File: config.mk
export PLATFORM = sky130hd
export DESIGN_NAME = stage_fov_recenter
export DESIGN_NICKNAME = d
export VERILOG_FILES = /design/src/sv/sfr_pkg.sv /design/src/sv/sfr_div.sv /design/src/sv/stage_fov_recenter.sv
export SDC_FILE = /design/constraint.sdc
export NUM_CORES = 1
export LEC_CHECK = 0
export BUFFER_PORTS_ARGS = -buffer_cell sky130_fd_sc_hd__buf_4
export CORE_ASPECT_RATIO = 0.9
export CORE_MARGIN = 5
export CORE_UTILIZATION = 50
export DETAILED_ROUTE_END_ITERATION = 10
export GPL_TIMING_DRIVEN = 0
export PLACE_DENSITY_LB_ADDON = 0.1
export SLEW_MARGIN = 20
export SYNTH_ARGS = -nofsm -noshare
export SYNTH_HDL_FRONTEND = slang
export SYNTH_SLANG_ARGS = --single-unit
File: constraint.sdc
create_clock -name clk_i -period 12.5 [get_ports clk_i]
set_input_delay 2.5 -clock clk_i [delete_from_list [all_inputs] [get_ports clk_i]]
set_output_delay 2.5 -clock clk_i [all_outputs]
set_load 0.01 [all_outputs]
File: src/sv/sfr_pkg.sv
package sfr_pkg;

  // Fixed point and sizing
  localparam int FRAC_BITS = 4;
  localparam int MAX_BEADS = 1024;
  localparam int CFG_W     = 11;
  localparam int POS_W     = 16;
  localparam int SUM_W     = 27;
  localparam int CNT_W     = 11;
  localparam int WIDE_W    = 19;
  localparam int HALF_W    = CFG_W - 1 + FRAC_BITS;
  localparam int SCL_W     = CFG_W + FRAC_BITS;
  localparam int DIV_CNT_W = $clog2(SUM_W);
  localparam int IDX_W     = 3;

  // Reset values
  localparam logic [CFG_W-1:0]        FOV_RST    = CFG_W'(101);
  localparam logic [CFG_W-1:0]        STEP_RST   = CFG_W'(500);
  localparam logic [CFG_W-1:0]        WELL_RST   = CFG_W'(2000);
  localparam logic signed [POS_W-1:0] CENTER_RST = POS_W'(16000);

  // Register indexes
  typedef enum logic [IDX_W-1:0] {
    REG_MODE        = 3'd0,
    REG_FOV_WIDTH   = 3'd1,
    REG_FOV_HEIGHT  = 3'd2,
    REG_MAX_STEP    = 3'd3,
    REG_WELL_WIDTH  = 3'd4,
    REG_WELL_HEIGHT = 3'd5
  } reg_idx_e;

  // Request to the shared divider
  typedef struct packed {
    logic                    start;
    logic signed [SUM_W-1:0] num;
    logic [CFG_W-1:0]        den;
  } div_req_t;

endpackage

File: src/sv/sfr_div.sv
module sfr_div import sfr_pkg::*; (
  input  logic                    clk_i,
  input  logic                    rst_ni,
  input  div_req_t                req_i,
  output logic                    done_o,
  output logic signed [SUM_W-1:0] quot_o
);

  logic                 busy_q;
  logic                 done_q;
  logic                 neg_q;
  logic [DIV_CNT_W-1:0] cnt_q;
  logic [CFG_W-1:0]     rem_q;
  logic [CFG_W-1:0]     den_q;
  logic [SUM_W-1:0]     quo_q;
  logic [SUM_W-1:0]     mag;
  logic [CFG_W:0]       shifted;
  logic [CFG_W:0]       trial;

  // Magnitude of the dividend, sign handled at the end
  assign mag = req_i.num[SUM_W-1] ? SUM_W'(-req_i.num) : SUM_W'(req_i.num);

  // One restoring step per cycle
  assign shifted = {rem_q, quo_q[SUM_W-1]};
  assign trial   = shifted - {1'b0, den_q};

  always_ff @(posedge clk_i or negedge rst_ni) begin
    if (!rst_ni) begin
      busy_q <= 1'b0;
      done_q <= 1'b0;
      neg_q  <= 1'b0;
      cnt_q  <= '0;
      rem_q  <= '0;
      den_q  <= '0;
      quo_q  <= '0;
    end else begin
      done_q <= 1'b0;
      if (req_i.start) begin
        busy_q <= 1'b1;
        neg_q  <= req_i.num[SUM_W-1];
        cnt_q  <= '0;
        rem_q  <= '0;
        den_q  <= req_i.den;
        quo_q  <= mag;
      end else if (busy_q) begin
        if (!trial[CFG_W]) begin
          rem_q <= trial[CFG_W-1:0];
          quo_q <= {quo_q[SUM_W-2:0], 1'b1};
        end else begin
          rem_q <= shifted[CFG_W-1:0];
          quo_q <= {quo_q[SUM_W-2:0], 1'b0};
        end
        cnt_q <= cnt_q + 1'b1;
        if (cnt_q == DIV_CNT_W'(SUM_W - 1)) begin
          busy_q <= 1'b0;
          done_q <= 1'b1;
        end
      end
    end
  end

  // Truncation toward zero: negate the unsigned quotient
  assign done_o = done_q;
  assign quot_o = neg_q ? -$signed(quo_q) : $signed(quo_q);

endmodule

File: src/sv/stage_fov_recenter.sv
// Field-of-view recentring for a bead-tracking stage.
// Input channel (in_valid_i / in_stall_o): one item per bead position, with
// bead_present_i marking a real bead and frame_end_i the last item of a frame.
// Beads strictly inside the current view are summed, counted (up to 1024)
// and tracked for min/max in the cycle they are accepted, so ordinary items
// go in at one per cycle.
// A frame-end item starts the recentre pass, x then y: in centroid mode one
// shared restoring divider (27 steps per axis) forms sum / count, in
// bounding-box mode the midpoint is a shift. Each axis is then move limited
// and clamped to the well. Input is stalled from the frame-end item until
// its result is in the output register; an empty view skips the pass.
// Output channel (out_valid_o / out_stall_i): one result per frame, held in
// an output register. While the receiver stalls, the result holds, beads
// keep flowing in, and a following frame end waits before loading its result.
// Configuration writes (cfg_we_i) are taken at any edge, intended while idle.
// Reset (rst_ni, asynchronous, active low) restores the register defaults,
// puts the centre at the well centre and clears the frame accumulators.
module stage_fov_recenter import sfr_pkg::*; (
  input  logic                    clk_i,
  input  logic                    rst_ni,
  // configuration
  input  logic                    cfg_we_i,
  input  logic [IDX_W-1:0]        cfg_idx_i,
  input  logic [CFG_W-1:0]        cfg_data_i,
  // bead input
  input  logic                    in_valid_i,
  output logic                    in_stall_o,
  input  logic signed [POS_W-1:0] bead_x_i,
  input  logic signed [POS_W-1:0] bead_y_i,
  input  logic                    bead_present_i,
  input  logic                    frame_end_i,
  // result output
  output logic                    out_valid_o,
  input  logic                    out_stall_i,
  output logic signed [POS_W-1:0] new_center_x_o,
  output logic signed [POS_W-1:0] new_center_y_o,
  output logic [CNT_W-1:0]        beads_inside_o,
  output logic                    view_empty_o
);

  typedef enum logic [2:0] {
    ST_ACC,
    ST_LOAD,
    ST_WAIT,
    ST_LIMIT,
    ST_CLAMP,
    ST_OUT
  } state_e;

  localparam logic signed [WIDE_W-1:0] PIX = WIDE_W'(1) << FRAC_BITS;

  // Configuration registers
  logic             mode_q;
  logic [CFG_W-1:0] fov_w_q, fov_h_q, step_q, well_w_q, well_h_q;

  // Sequencer and frame state
  state_e                    state_q;
  logic                      ax_q;
  logic                      empty_q;
  logic signed [POS_W-1:0]   center_x_q, center_y_q;
  logic signed [POS_W-1:0]   new_cx_q, new_cy_q;
  logic signed [SUM_W-1:0]   sum_x_q, sum_y_q;
  logic signed [POS_W-1:0]   min_x_q, min_y_q, max_x_q, max_y_q;
  logic [CNT_W-1:0]          count_q;
  logic signed [WIDE_W-1:0]  tgt_q;

  // Output register
  logic                      out_valid_q;
  logic signed [POS_W-1:0]   out_cx_q, out_cy_q;
  logic [CNT_W-1:0]          out_cnt_q;
  logic                      out_empty_q;

  logic                      accept, take;
  logic [HALF_W-1:0]         hx, hy;
  logic signed [POS_W+1:0]   lo_x, hi_x, lo_y, hi_y, bx_e, by_e;
  logic                      in_x, in_y;

  div_req_t                  div_req;
  logic                      div_done;
  logic signed [SUM_W-1:0]   div_quot;
  logic signed [POS_W:0]     mid_sum;
  logic signed [POS_W:0]     mid_half;

  logic [HALF_W-1:0]         half_a;
  logic [SCL_W-1:0]          well_a;
  logic signed [WIDE_W-1:0]  cur_a, step_w, diff, half_w, well_w, clamp_lo, clamp_hi;
  logic                      out_free;

  // Config port
  always_ff @(posedge clk_i or negedge rst_ni) begin
    if (!rst_ni) begin
      mode_q   <= 1'b0;
      fov_w_q  <= FOV_RST;
      fov_h_q  <= FOV_RST;
      step_q   <= STEP_RST;
      well_w_q <= WELL_RST;
      well_h_q <= WELL_RST;
    end else if (cfg_we_i) begin
      unique case (cfg_idx_i)
        REG_MODE:        mode_q   <= cfg_data_i[0];
        REG_FOV_WIDTH:   fov_w_q  <= cfg_data_i;
        REG_FOV_HEIGHT:  fov_h_q  <= cfg_data_i;
        REG_MAX_STEP:    step_q   <= cfg_data_i;
        REG_WELL_WIDTH:  well_w_q <= cfg_data_i;
        REG_WELL_HEIGHT: well_h_q <= cfg_data_i;
        default: ;
      endcase
    end
  end

  // Inside-view test, strict on both sides
  assign hx   = {fov_w_q[CFG_W-1:1], {FRAC_BITS{1'b0}}};
  assign hy   = {fov_h_q[CFG_W-1:1], {FRAC_BITS{1'b0}}};
  assign bx_e = (POS_W+2)'(bead_x_i);
  assign by_e = (POS_W+2)'(bead_y_i);
  assign lo_x = (POS_W+2)'(center_x_q) - $signed({4'b0, hx});
  assign hi_x = (POS_W+2)'(center_x_q) + $signed({4'b0, hx});
  assign lo_y = (POS_W+2)'(center_y_q) - $signed({4'b0, hy});
  assign hi_y = (POS_W+2)'(center_y_q) + $signed({4'b0, hy});
  assign in_x = (bx_e > lo_x) && (bx_e < hi_x);
  assign in_y = (by_e > lo_y) && (by_e < hi_y);

  assign in_stall_o = (state_q != ST_ACC);
  assign accept     = in_valid_i && !in_stall_o;
  assign take       = accept && bead_present_i && in_x && in_y &&
                      (count_q < CNT_W'(MAX_BEADS));

  // Bounding-box midpoint, halved toward zero
  assign mid_sum  = ax_q ? (POS_W+1)'(min_y_q) + (POS_W+1)'(max_y_q)
                         : (POS_W+1)'(min_x_q) + (POS_W+1)'(max_x_q);
  assign mid_half = $signed(mid_sum + {{POS_W{1'b0}}, mid_sum[POS_W]}) >>> 1;

  // Divider request: centroid for the current axis
  always_comb begin
    div_req.start = (state_q == ST_LOAD) && (count_q != '0) && !mode_q;
    div_req.num   = ax_q ? sum_y_q : sum_x_q;
    div_req.den   = count_q;
  end

  sfr_div u_div (
    .clk_i  (clk_i),
    .rst_ni (rst_ni),
    .req_i  (div_req),
    .done_o (div_done),
    .quot_o (div_quot)
  );

  // Per-axis move limit and well clamp operands
  assign half_a   = ax_q ? hy : hx;
  assign well_a   = ax_q ? {well_h_q, {FRAC_BITS{1'b0}}} : {well_w_q, {FRAC_BITS{1'b0}}};
  assign cur_a    = ax_q ? WIDE_W'(center_y_q) : WIDE_W'(center_x_q);
  assign step_w   = $signed(WIDE_W'({step_q, {FRAC_BITS{1'b0}}}));
  assign half_w   = $signed(WIDE_W'(half_a));
  assign well_w   = $signed(WIDE_W'(well_a));
  assign diff     = tgt_q - cur_a;
  assign clamp_lo = (tgt_q - half_w < 0) ? half_w - PIX : tgt_q;
  assign clamp_hi = (clamp_lo + half_w > well_w) ? well_w - half_w - PIX : clamp_lo;

  assign out_free = !out_valid_q || !out_stall_i;

  // Sequencer, accumulators, centre and output register
  always_ff @(posedge clk_i or negedge rst_ni) begin
    if (!rst_ni) begin
      state_q     <= ST_ACC;
      ax_q        <= 1'b0;
      empty_q     <= 1'b0;
      center_x_q  <= CENTER_RST;
      center_y_q  <= CENTER_RST;
      new_cx_q    <= '0;
      new_cy_q    <= '0;
      sum_x_q     <= '0;
      sum_y_q     <= '0;
      min_x_q     <= '0;
      min_y_q     <= '0;
      max_x_q     <= '0;
      max_y_q     <= '0;
      count_q     <= '0;
      tgt_q       <= '0;
      out_valid_q <= 1'b0;
      out_cx_q    <= '0;
      out_cy_q    <= '0;
      out_cnt_q   <= '0;
      out_empty_q <= 1'b0;
    end else begin
      // taken result leaves, unless the next one is loaded in ST_OUT
      if (out_valid_q && !out_stall_i && state_q != ST_OUT) out_valid_q <= 1'b0;

      unique case (state_q)
        ST_ACC: begin
          if (take) begin
            if (count_q == '0) begin
              min_x_q <= bead_x_i;
              max_x_q <= bead_x_i;
              min_y_q <= bead_y_i;
              max_y_q <= bead_y_i;
            end else begin
              if (bead_x_i < min_x_q) min_x_q <= bead_x_i;
              if (bead_x_i > max_x_q) max_x_q <= bead_x_i;
              if (bead_y_i < min_y_q) min_y_q <= bead_y_i;
              if (bead_y_i > max_y_q) max_y_q <= bead_y_i;
            end
            sum_x_q <= sum_x_q + SUM_W'(bead_x_i);
            sum_y_q <= sum_y_q + SUM_W'(bead_y_i);
            count_q <= count_q + 1'b1;
          end
          if (accept && frame_end_i) begin
            ax_q    <= 1'b0;
            state_q <= ST_LOAD;
          end
        end
        ST_LOAD: begin
          if (count_q == '0) begin
            empty_q  <= 1'b1;
            new_cx_q <= center_x_q;
            new_cy_q <= center_y_q;
            state_q  <= ST_OUT;
          end else begin
            empty_q <= 1'b0;
            if (mode_q) begin
              tgt_q   <= WIDE_W'(mid_half);
              state_q <= ST_LIMIT;
            end else begin
              state_q <= ST_WAIT;
            end
          end
        end
        ST_WAIT: begin
          if (div_done) begin
            tgt_q   <= div_quot[WIDE_W-1:0];
            state_q <= ST_LIMIT;
          end
        end
        ST_LIMIT: begin
          if (diff > step_w) tgt_q <= cur_a + step_w;
          else if (-diff > step_w) tgt_q <= cur_a - step_w;
          state_q <= ST_CLAMP;
        end
        ST_CLAMP: begin
          if (!ax_q) begin
            new_cx_q <= clamp_hi[POS_W-1:0];
            ax_q     <= 1'b1;
            state_q  <= ST_LOAD;
          end else begin
            new_cy_q <= clamp_hi[POS_W-1:0];
            state_q  <= ST_OUT;
          end
        end
        ST_OUT: begin
          if (out_free) begin
            out_valid_q <= 1'b1;
            out_cx_q    <= new_cx_q;
            out_cy_q    <= new_cy_q;
            out_cnt_q   <= count_q;
            out_empty_q <= empty_q;
            center_x_q  <= new_cx_q;
            center_y_q  <= new_cy_q;
            sum_x_q     <= '0;
            sum_y_q     <= '0;
            min_x_q     <= '0;
            min_y_q     <= '0;
            max_x_q     <= '0;
            max_y_q     <= '0;
            count_q     <= '0;
            state_q     <= ST_ACC;
          end
        end
        default: state_q <= ST_ACC;
      endcase
    end
  end

  assign out_valid_o    = out_valid_q;
  assign new_center_x_o = out_cx_q;
  assign new_center_y_o = out_cy_q;
  assign beads_inside_o = out_cnt_q;
  assign view_empty_o   = out_empty_q;

endmodule

==> results_dict.tcl, run 1 <==
set metrics [dict create \
    status "completed" \
    antenna_found_initial 4 \
    overflow 0 \
    hpwl_mm 80.87 \
    clock_path_buffers 3 \
    drt_iter0_drc 2116 \
    synth-async-reset-ratio_pct 100.0 \
    netlist_instances 3520 \
    period_share_pct 94.10 \
    seqCellArea_um2 8879 \
    hold_class "reg2reg" \
    rows 85 \
    die_h_um 243.6 \
    cp-end-kind "register" \
    synth_seq_area_share_pct 29.29 \
    n_antenna_cell 0 \
    dpl_cell_area_um2 32140 \
    ios 99 \
    start_util_pct 50.53 \
    grt_setup_unrepaired "false" \
    clk_latency_ns 0.59 \
    slowest_delay_ns 0.75 \
    r2r_start "ax_q" \
    fin_skew_ns 0.03307 \
    clkSinkCount 353 \
    nFillCells 5569 \
    layout-drive-gt1-share_pct 10.36 \
    syn-num-nets 3957 \
    synth-warning-count 0 \
    worst_pin_slew_ns 1.084 \
    relSlewSlack_pct 27.74 \
    hold_viol 0 \
    required_ns 12.95 \
    clockRootBuffer "clkbuf_16" \
    multi_input_area_um2 19850 \
    place.gp.congestion 0.9506 \
    avgViaCountPerCell 6.083 \
    setup_viol 0 \
    crit_start "ax_q" \
    fmax_mhz 85.02 \
    drc 0 \
    syn_avg_cell_area_um2 8.610 \
    slew_violations 0 \
    vias 27260 \
    io_buffers 98 \
    synth-seq-cells 353 \
    wl_mm 100.8 \
    netlist_area_um2 30310 \
    crit_buf_inv 9 \
    grt_pass1_vias 26330 \
    grt_max_degree 97 \
    holdPathStages 2 \
    postRouteAntennaNets 0 \
    dp.cells 4405 \
    cts_tree "done" \
    r2r_end "tgt_q[18]" \
    cap_violations 0 \
    whs_ns 0.4743 \
    drtPass1Iterations 8 \
    crit_type "reg2reg" \
    ff2ff_path_depth 36 \
    cts_made_buffers 42 \
    fin_tns_setup_ns 0 \
    core_region_area_um2 59980 \
    final_cell_count_no_fill 4481 \
    clkTransAtPathRegs_ns 0.07 \
    r2r_slack_ns 0.74 \
    area_growth_pct 10.81 \
    cts_max_level 2 \
    hold_path_end "beads_inside_o[9]" \
    cp_slowest_cell "clkdlybuf4s15_1" \
    synth_cell_types 85 \
    cp_max_fo 10 \
    wire_per_inst_um 22.49 \
    layout.nets 4103 \
    crit_family "buffers and inverters" \
    die_w_um 269.5 \
    synth-edff-count 0 \
    crit_arrival_ns 12.21 \
    min-delay-start "beads_inside_o[9]" \
    cpMostUsedCell "a21oi_1" \
    grt_first_pass_wirelength_mm 154.6 \
    grtUsageTotal_pct 29.69 \
    die_area_um2 65650 \
    final_area_um2 33580 \
    worstSetupStartpointType "register" \
    synth_flop_cell "dfrtp_1" \
    period_needed_ns 11.76 \
]
what timing repair did:
action	4_1_cts	5_1_grt
setup buffers	0	0
hold endpoints to repair	0	0
setup endpoints to repair	0	5
hold buffers	0	0
resized for setup	0	6
cell usage after synthesis, types with 55 or more instances:
library cell	instances	area, um^2
clkbuf_1	97	364.1
mux2i_1	102	1021
ha_1	371	4642
a21oi_1	187	935.9
nand2b_1	55	344.1
dfrtp_1	317	7933
nand2_1	375	1408
nand3_1	99	495.5
xor2_1	73	639.4
xnor2_1	151	1323
inv_1	256	960.9
o21ai_0	348	1742
nor2_1	190	713.2
nor3_1	58	290.3
a21o_1	64	480.5
a211oi_1	57	427.9
mux2_2	110	1239
sequential cells by signal (all words and copies together) (netlist names), 5 cells and up:
signal,flops
beads_inside_o,11
center_x_q,16
center_y_q,16
count_q,11
fov_h_q,10
fov_w_q,10
max_x_q,16
max_y_q,16
min_x_q,16
min_y_q,16
new_center_x_o,6
new_center_y_o,6
new_cx_q,16
new_cy_q,16
step_q,11
sum_x_q,27
sum_y_q,27
tgt_q,19
u_div.cnt_q,5
u_div.den_q,11
u_div.quo_q,27
u_div.rem_q,11
well_h_q,11
well_w_q,11
routing by layer:
layer / global-route usage, % / wire, um
met1: 42.82 / 46640
met2: 44.86 / 42610
met3: 5.952 / 7790
met4: 9.417 / 3578
met5: 1.462 / 166
worst max-delay path by stage:
| stage | cells after the start | to | slack (ns) |
|---|---|---|---|
| final | 36 | tgt_q[18] | 0.74 |
| after detailed placement | 36 | tgt_q[18] | 0.37 |
| after floorplan | 37 | tgt_q[18] | 3.92 |
| after global placement | 36 | tgt_q[18] | 0.14 |
| after global routing | 37 | tgt_q[18] | 0.08 |
| after CTS | 36 | tgt_q[18] | 0.37 |
worst reg2reg max path: cells and delay by family, from the launching register on:
kind                       cells  cell delay (ns)
adders and majority gates      3             1.07
buffers and inverters          9             4.59
and+or+nand+nor                5             0.94
muxes                          2             0.82
DFF                            1             0.32
xor gates and xnor gates       2             0.50
AOI/OAI and AO/OA             15             3.37
through the flow:
stage / worst slack [ns] / util, %
floorplan: 3.918 / -
global placement: 0.1381 / 53.39
detailed placement: 0.3706 / 53.58
CTS: 0.3674 / 55.98
global route: 0.08385 / 55.99
finish: 0.7379 / 55.99
area by class of cell:
class / instances / share of cell area [%]
plain buffers: 144 / 1.926
flip-flops and latches: 353 / 26.44
inverters: 256 / 2.861
multi-input cells: 2767 / 59.10
repair buffers: 102 / 2.474
clock inverters: 19 / 0.7153
well taps: 783 / 2.917
clock buffers: 57 / 3.573
cells in the final DEF, fill, tap and decap left out, types with 64 or more instances in the layout:
cell,count
clkbuf_1,103
a21o_1,64
dfrtp_1,317
nand3_1,99
xnor2_1,151
nor2_1,190
ha_1,371
nand2_1,375
mux2i_1,102
mux2_2,110
xor2_1,73
o21ai_0,346
inv_1,256
buf_4,117
a21oi_1,187
cell families after synthesis:
family          synth area share (%)
compound gates                 19.28
xor+xnor                       6.473
fa+ha+maj                      16.17
buf+inv                        5.272
flops                          29.29
mux                            7.604
simple gates                   15.90
Power of run 1 is left out: the tool's default activity adds up to more than one toggle a clock period on the data nets, which glitch-free logic cannot reach.
==> run 2: changes to the inputs <==
==> constraint.sdc (replaced) <==
create_clock -name clk_i -period 9.7 [get_ports clk_i]
set_input_delay 1.455 -clock clk_i [delete_from_list [all_inputs] [get_ports clk_i]]
set_output_delay 1.455 -clock clk_i [all_outputs]
set_load 0.01 [all_outputs]
==> run 2 against run 1 <==
Maximum frequency is 26% higher. Cell area is 0.39% higher. Register-to-register slack worse by 0.38 ns. Critical path type unchanged. Non-clock buffer count is 1 lower. Critical path depth is 2 lower.
==> results_dict.tcl, run 2 (synthesized netlist as in run 1, its figures left out) <==
set metrics [dict create \
    status "completed" \
    cts_tree "done" \
    cp-end-kind "register" \
    hold_class "reg2reg" \
    crit_family "compound AO/OA/AOI/OAI gates" \
    clockRootBuffer "clkbuf_16" \
    fin_skew_ns 0.03059 \
    min-delay-start "new_cx_q[6]" \
    core_region_area_um2 59980 \
    ff2ff_path_depth 34 \
    clk_latency_ns 0.59 \
    setup_viol 0 \
    layout-drive-gt1-share_pct 11.06 \
    final_cell_mix "375 x nand2_1, 371 x ha_1, 346 x o21ai_0" \
    required_ns 10.20 \
    grtUsageMet3_pct 5.981 \
    hpwl_mm 80.87 \
    vias 27170 \
    grtUsageTotal_pct 29.69 \
    slew_violations 0 \
    grt_pass1_vias 26350 \
    place.gp.congestion 0.9506 \
    r2r_start "ax_q" \
    clkSinkCount 353 \
    cts_made_buffers 42 \
    start_util_pct 50.53 \
    cp_slowest_cell "a221oi_1" \
    antenna_found_initial 5 \
    r2r_end "new_cx_q[12]" \
    clock_path_buffers 3 \
    drt_iter0_drc 2169 \
    fin_tns_setup_ns 0 \
    ios 99 \
    worst_pin_slew_ns 1.136 \
    die_h_um 243.6 \
    overflow 0 \
    slowest_delay_ns 0.48 \
    drtPass1Iterations 6 \
    post_cts_buffers 0 \
    hold_path_end "center_x_q[6]" \
    final_common_cell "nand2_1" \
    io_buffers 98 \
    grtUsageMet2_pct 44.79 \
    cp_max_fo 10 \
    cts_max_level 2 \
    hold_viol 0 \
    grt_max_degree 97 \
    relSlewSlack_pct 23.56 \
    grt_first_pass_wirelength_mm 154.6 \
    clkTransAtPathRegs_ns 0.07 \
    top_regs "sum_x_q x27, sum_y_q x27, u_div.quo_q x27" \
    postRouteAntennaNets 0 \
    area_growth_pct 11.25 \
    period_needed_ns 9.344 \
    worstSetupStartpointType "register" \
    period_share_pct 96.33 \
    busiest_layer "met2" \
    wl_mm 100.8 \
    grt_setup_unrepaired "false" \
    drc 0 \
    holdPathStages 2 \
    nFillCells 5563 \
    die_area_um2 65650 \
    avgViaCountPerCell 6.062 \
    grtUsageMet1_pct 42.76 \
    rows 85 \
    crit_buf_inv 9 \
    die_w_um 269.5 \
    r2r_slack_ns 0.36 \
    layout.nets 4102 \
    crit_arrival_ns 9.84 \
    holdBufCountCts 0 \
    crit_type "reg2reg" \
    wire_per_inst_um 22.49 \
    whs_ns 0.4718 \
    fmax_mhz 107.0 \
    cap_violations 0 \
]
-- run 2: worst max-delay path by stage --
stage / end / depth (start not counted) / slack (ns) / startpoint
2_1_floorplan: tgt_q[18] / 37 / 1.12 / ax_q
3_3_place_gp: tgt_q[18] / 36 / -2.66 / ax_q
3_5_place_dp: tgt_q[18] / 36 / -2.43 / ax_q
4_1_cts: tgt_q[18] / 37 / 0.09 / ax_q
5_1_grt: tgt_q[18] / 35 / 0.04 / ax_q
6_report: new_cx_q[12] / 34 / 0.36 / ax_q
-- run 2: worst reg2reg max path, delay by kind of cell (launching register included) --
| kind | cells | cell delay, ns |
|---|---|---|
| DFF | 1 | 0.47 |
| buffers and inverters | 9 | 2.77 |
| AOI/OAI and AO/OA | 16 | 4.10 |
| adders and majority gates | 4 | 1.07 |
| muxes | 1 | 0.44 |
| xor gates and xnor gates | 1 | 0.14 |
| and+or+nand+nor | 3 | 0.29 |
-- run 2: final cells by class --
cell class	count	area (um^2)	area share [%]
clock buffer	57	1200	3.559
sequential	353	8880	26.34
multi-input combinational	2767	19940	59.15
clock inverter	19	240.2	0.7125
tap	783	979.7	2.906
antenna	2	5.005	0.01484
timing repair buffer	102	830.8	2.464
inverter	256	960.9	2.850
buffer	143	676.9	2.008
-- run 2: repair_timing --
action / in CTS / in global routing
gates cloned: 0 / 0
resized for setup: 34 / 13
setup endpoints to repair: 51 / 40
-- run 2: layer usage --
layer,vias up,share of wire (%)
met2,898,42
li1,12800,-
met4,6,3.5
met3,178,7.7
met1,13290,46
met5,-,0.16
-- run 2: through the flow --
stage          instances  utilization (%)  worst slack [ns]  instance area, um^2
2_1_floorplan       3520                -             1.118                30310
3_3_place_gp        4401            53.39            -2.662                32020
3_5_place_dp        4405            53.58            -2.429                32140
4_1_cts             4481            56.14           0.09084                33680
5_1_grt             4480            56.20           0.03895                33710
6_report            4482            56.21            0.3557                33720
Power of run 2 is left out for the same reason.
==> run 3: changes to the inputs <==
- CORE_MARGIN: 5 -> 3
==> run 3 against run 2 <==
Clock-buffer cell count is 2 higher. Global-route usage rose by 1.4 points. Register-to-register slack better by 0.17 ns. Via count hardly changed. Utilization grew 0.77 points. Cell count is 0.27% lower.
==> results_dict.tcl, run 3 (synthesized netlist as in run 1, its figures left out) <==
set metrics [dict create \
    worstSetupStartpointType "register" \
    crit_type "reg2reg" \
    drtPass1Iterations 8 \
    clockRootBuffer "clkbuf_16" \
    final_cell_mix "375 x nand2_1, 371 x ha_1, 345 x o21ai_0" \
    post-route-util_pct 56.99 \
    nFillCells 5403 \
    antenna_found_initial 4 \
    clk_latency_ns 0.59 \
    area_growth_pct 11.26 \
    cp-end-kind "register" \
    hold_viol 0 \
    clkSinkCount 353 \
    period_needed_ns 9.177 \
    hold_class "reg2reg" \
    layout.nets 4102 \
    die_h_um 239.6 \
    worst_pin_slew_ns 1.058 \
    slew_violations 0 \
    wire_per_inst_um 22.39 \
    cp_slowest_cell "dfrtp_2" \
    vias 27160 \
    grt_pass1_vias 26120 \
    relSlewSlack_pct 28.82 \
    cts_tree "done" \
    ios 99 \
    avgViaCountPerCell 6.077 \
    clkTransAtPathRegs_ns 0.06 \
    final_common_cell "nand2_1" \
    die_area_um2 63610 \
    status "completed" \
    fmax_mhz 109.0 \
    cap_violations 0 \
    rows 84 \
    crit_arrival_ns 9.62 \
    core_region_area_um2 59170 \
    grt_setup_unrepaired "false" \
    cts_made_buffers 41 \
    slowest_delay_ns 0.47 \
    io_buffers 98 \
    postRouteAntennaNets 0 \
    required_ns 10.14 \
    start_util_pct 51.22 \
    grtUsageTotal_pct 31.04 \
    fin_skew_ns 0.02501 \
    cp_max_fo 10 \
    layout-drive-gt1-share_pct 11.09 \
    n_antenna_cell 0 \
    grt_max_degree 100 \
    top_regs "sum_x_q x27, sum_y_q x27, u_div.quo_q x27" \
    multi_input_area_um2 19930 \
    cts_max_level 2 \
    overflow 0 \
    period_share_pct 94.60 \
    grt_first_pass_wirelength_mm 153.0 \
    die_w_um 265.5 \
    hpwl_mm 80.77 \
    place.gp.congestion 0.9529 \
    clock_path_buffers 3 \
    seqCellArea_um2 8880 \
    drc 0 \
    wl_mm 100.1 \
    setup_viol 0 \
    drt_iter0_drc 2199 \
]
## run 3: cell types whose count changed in the layout (fill, tap and decap cells not counted), sizes merged
cell | previous run | this run
clkinv | 12 | 8
clkbuf | 152 | 154
diode | 2 | 0
buf | 149 | 150
bufinv | 4 | 5
clkinvlp | 2 | 1
## run 3: repair_timing
action,in CTS,in global routing
hold buffers,0,0
resized for setup,32,22
endpoints found under the setup margin,51,40
buffers inserted,0,0
pin swaps,0,1
## run 3: per-layer routing
| layer | track usage (%) | share of wire, % | up-vias |
|---|---|---|---|
| met5 | 0 | 0.013 | - |
| met4 | 8.084 | 2.8 | 2 |
| met3 | 6.512 | 8.5 | 173 |
| met2 | 47.62 | 43 | 948 |
| met1 | 44.58 | 46 | 13220 |
| li1 | - | - | 12820 |
## run 3: critical path, delay by kind of cell (launching register included)
kind	cells	cell delay [ns]
AOI/OAI and AO/OA	13	2.55
buffers and inverters	7	1.96
and+or+nand+nor	9	1.84
adders and majority gates	3	0.99
muxes	2	0.68
xor gates and xnor gates	2	0.51
DFF	1	0.47
## run 3: worst paths after layout
path	slack, ns	depth (start not counted)	from	to
min in group asynchronous	0.76	1	rst_ni	u_div.rem_q[5]
max in group asynchronous	7.68	3	rst_ni	center_x_q[10]
setup / recovery	0.52	36	ax_q	tgt_q[18]
hold / removal	0.48	2	new_center_x_o[9]	new_center_x_o[9]
hold reg to reg	0.48	2	new_center_x_o[9]	new_center_x_o[9]
setup reg to reg	0.52	36	ax_q	tgt_q[18]
## run 3: final cells by class
cell class	count	area share, %
multi-input combinational	2767	59.11
sequential	353	26.33
clock buffer	59	3.573
tap	774	2.872
inverter	256	2.850
timing repair buffer	103	2.545
buffer	143	2.015
clock inverter	15	0.6976
## run 3: per-stage QoR
step | hold slack (ns) | std cells | instance area, um^2 | setup slack, ns | TNS [ns]
final | 0.4768 | 4470 | 33720 | 0.5233 | 0
after global routing | 0.5030 | 4470 | 33720 | 0.05268 | 0
after CTS | 0.4791 | 4471 | 33680 | 0.03851 | 0
after detailed placement | 0.4669 | 4397 | 32150 | -2.278 | -68.93
after global placement | 0.4519 | 4392 | 32010 | -2.710 | -76.88
after floorplan | 0.4348 | 3520 | 30310 | 1.118 | 0
Power of run 3 is left out for the same reason.
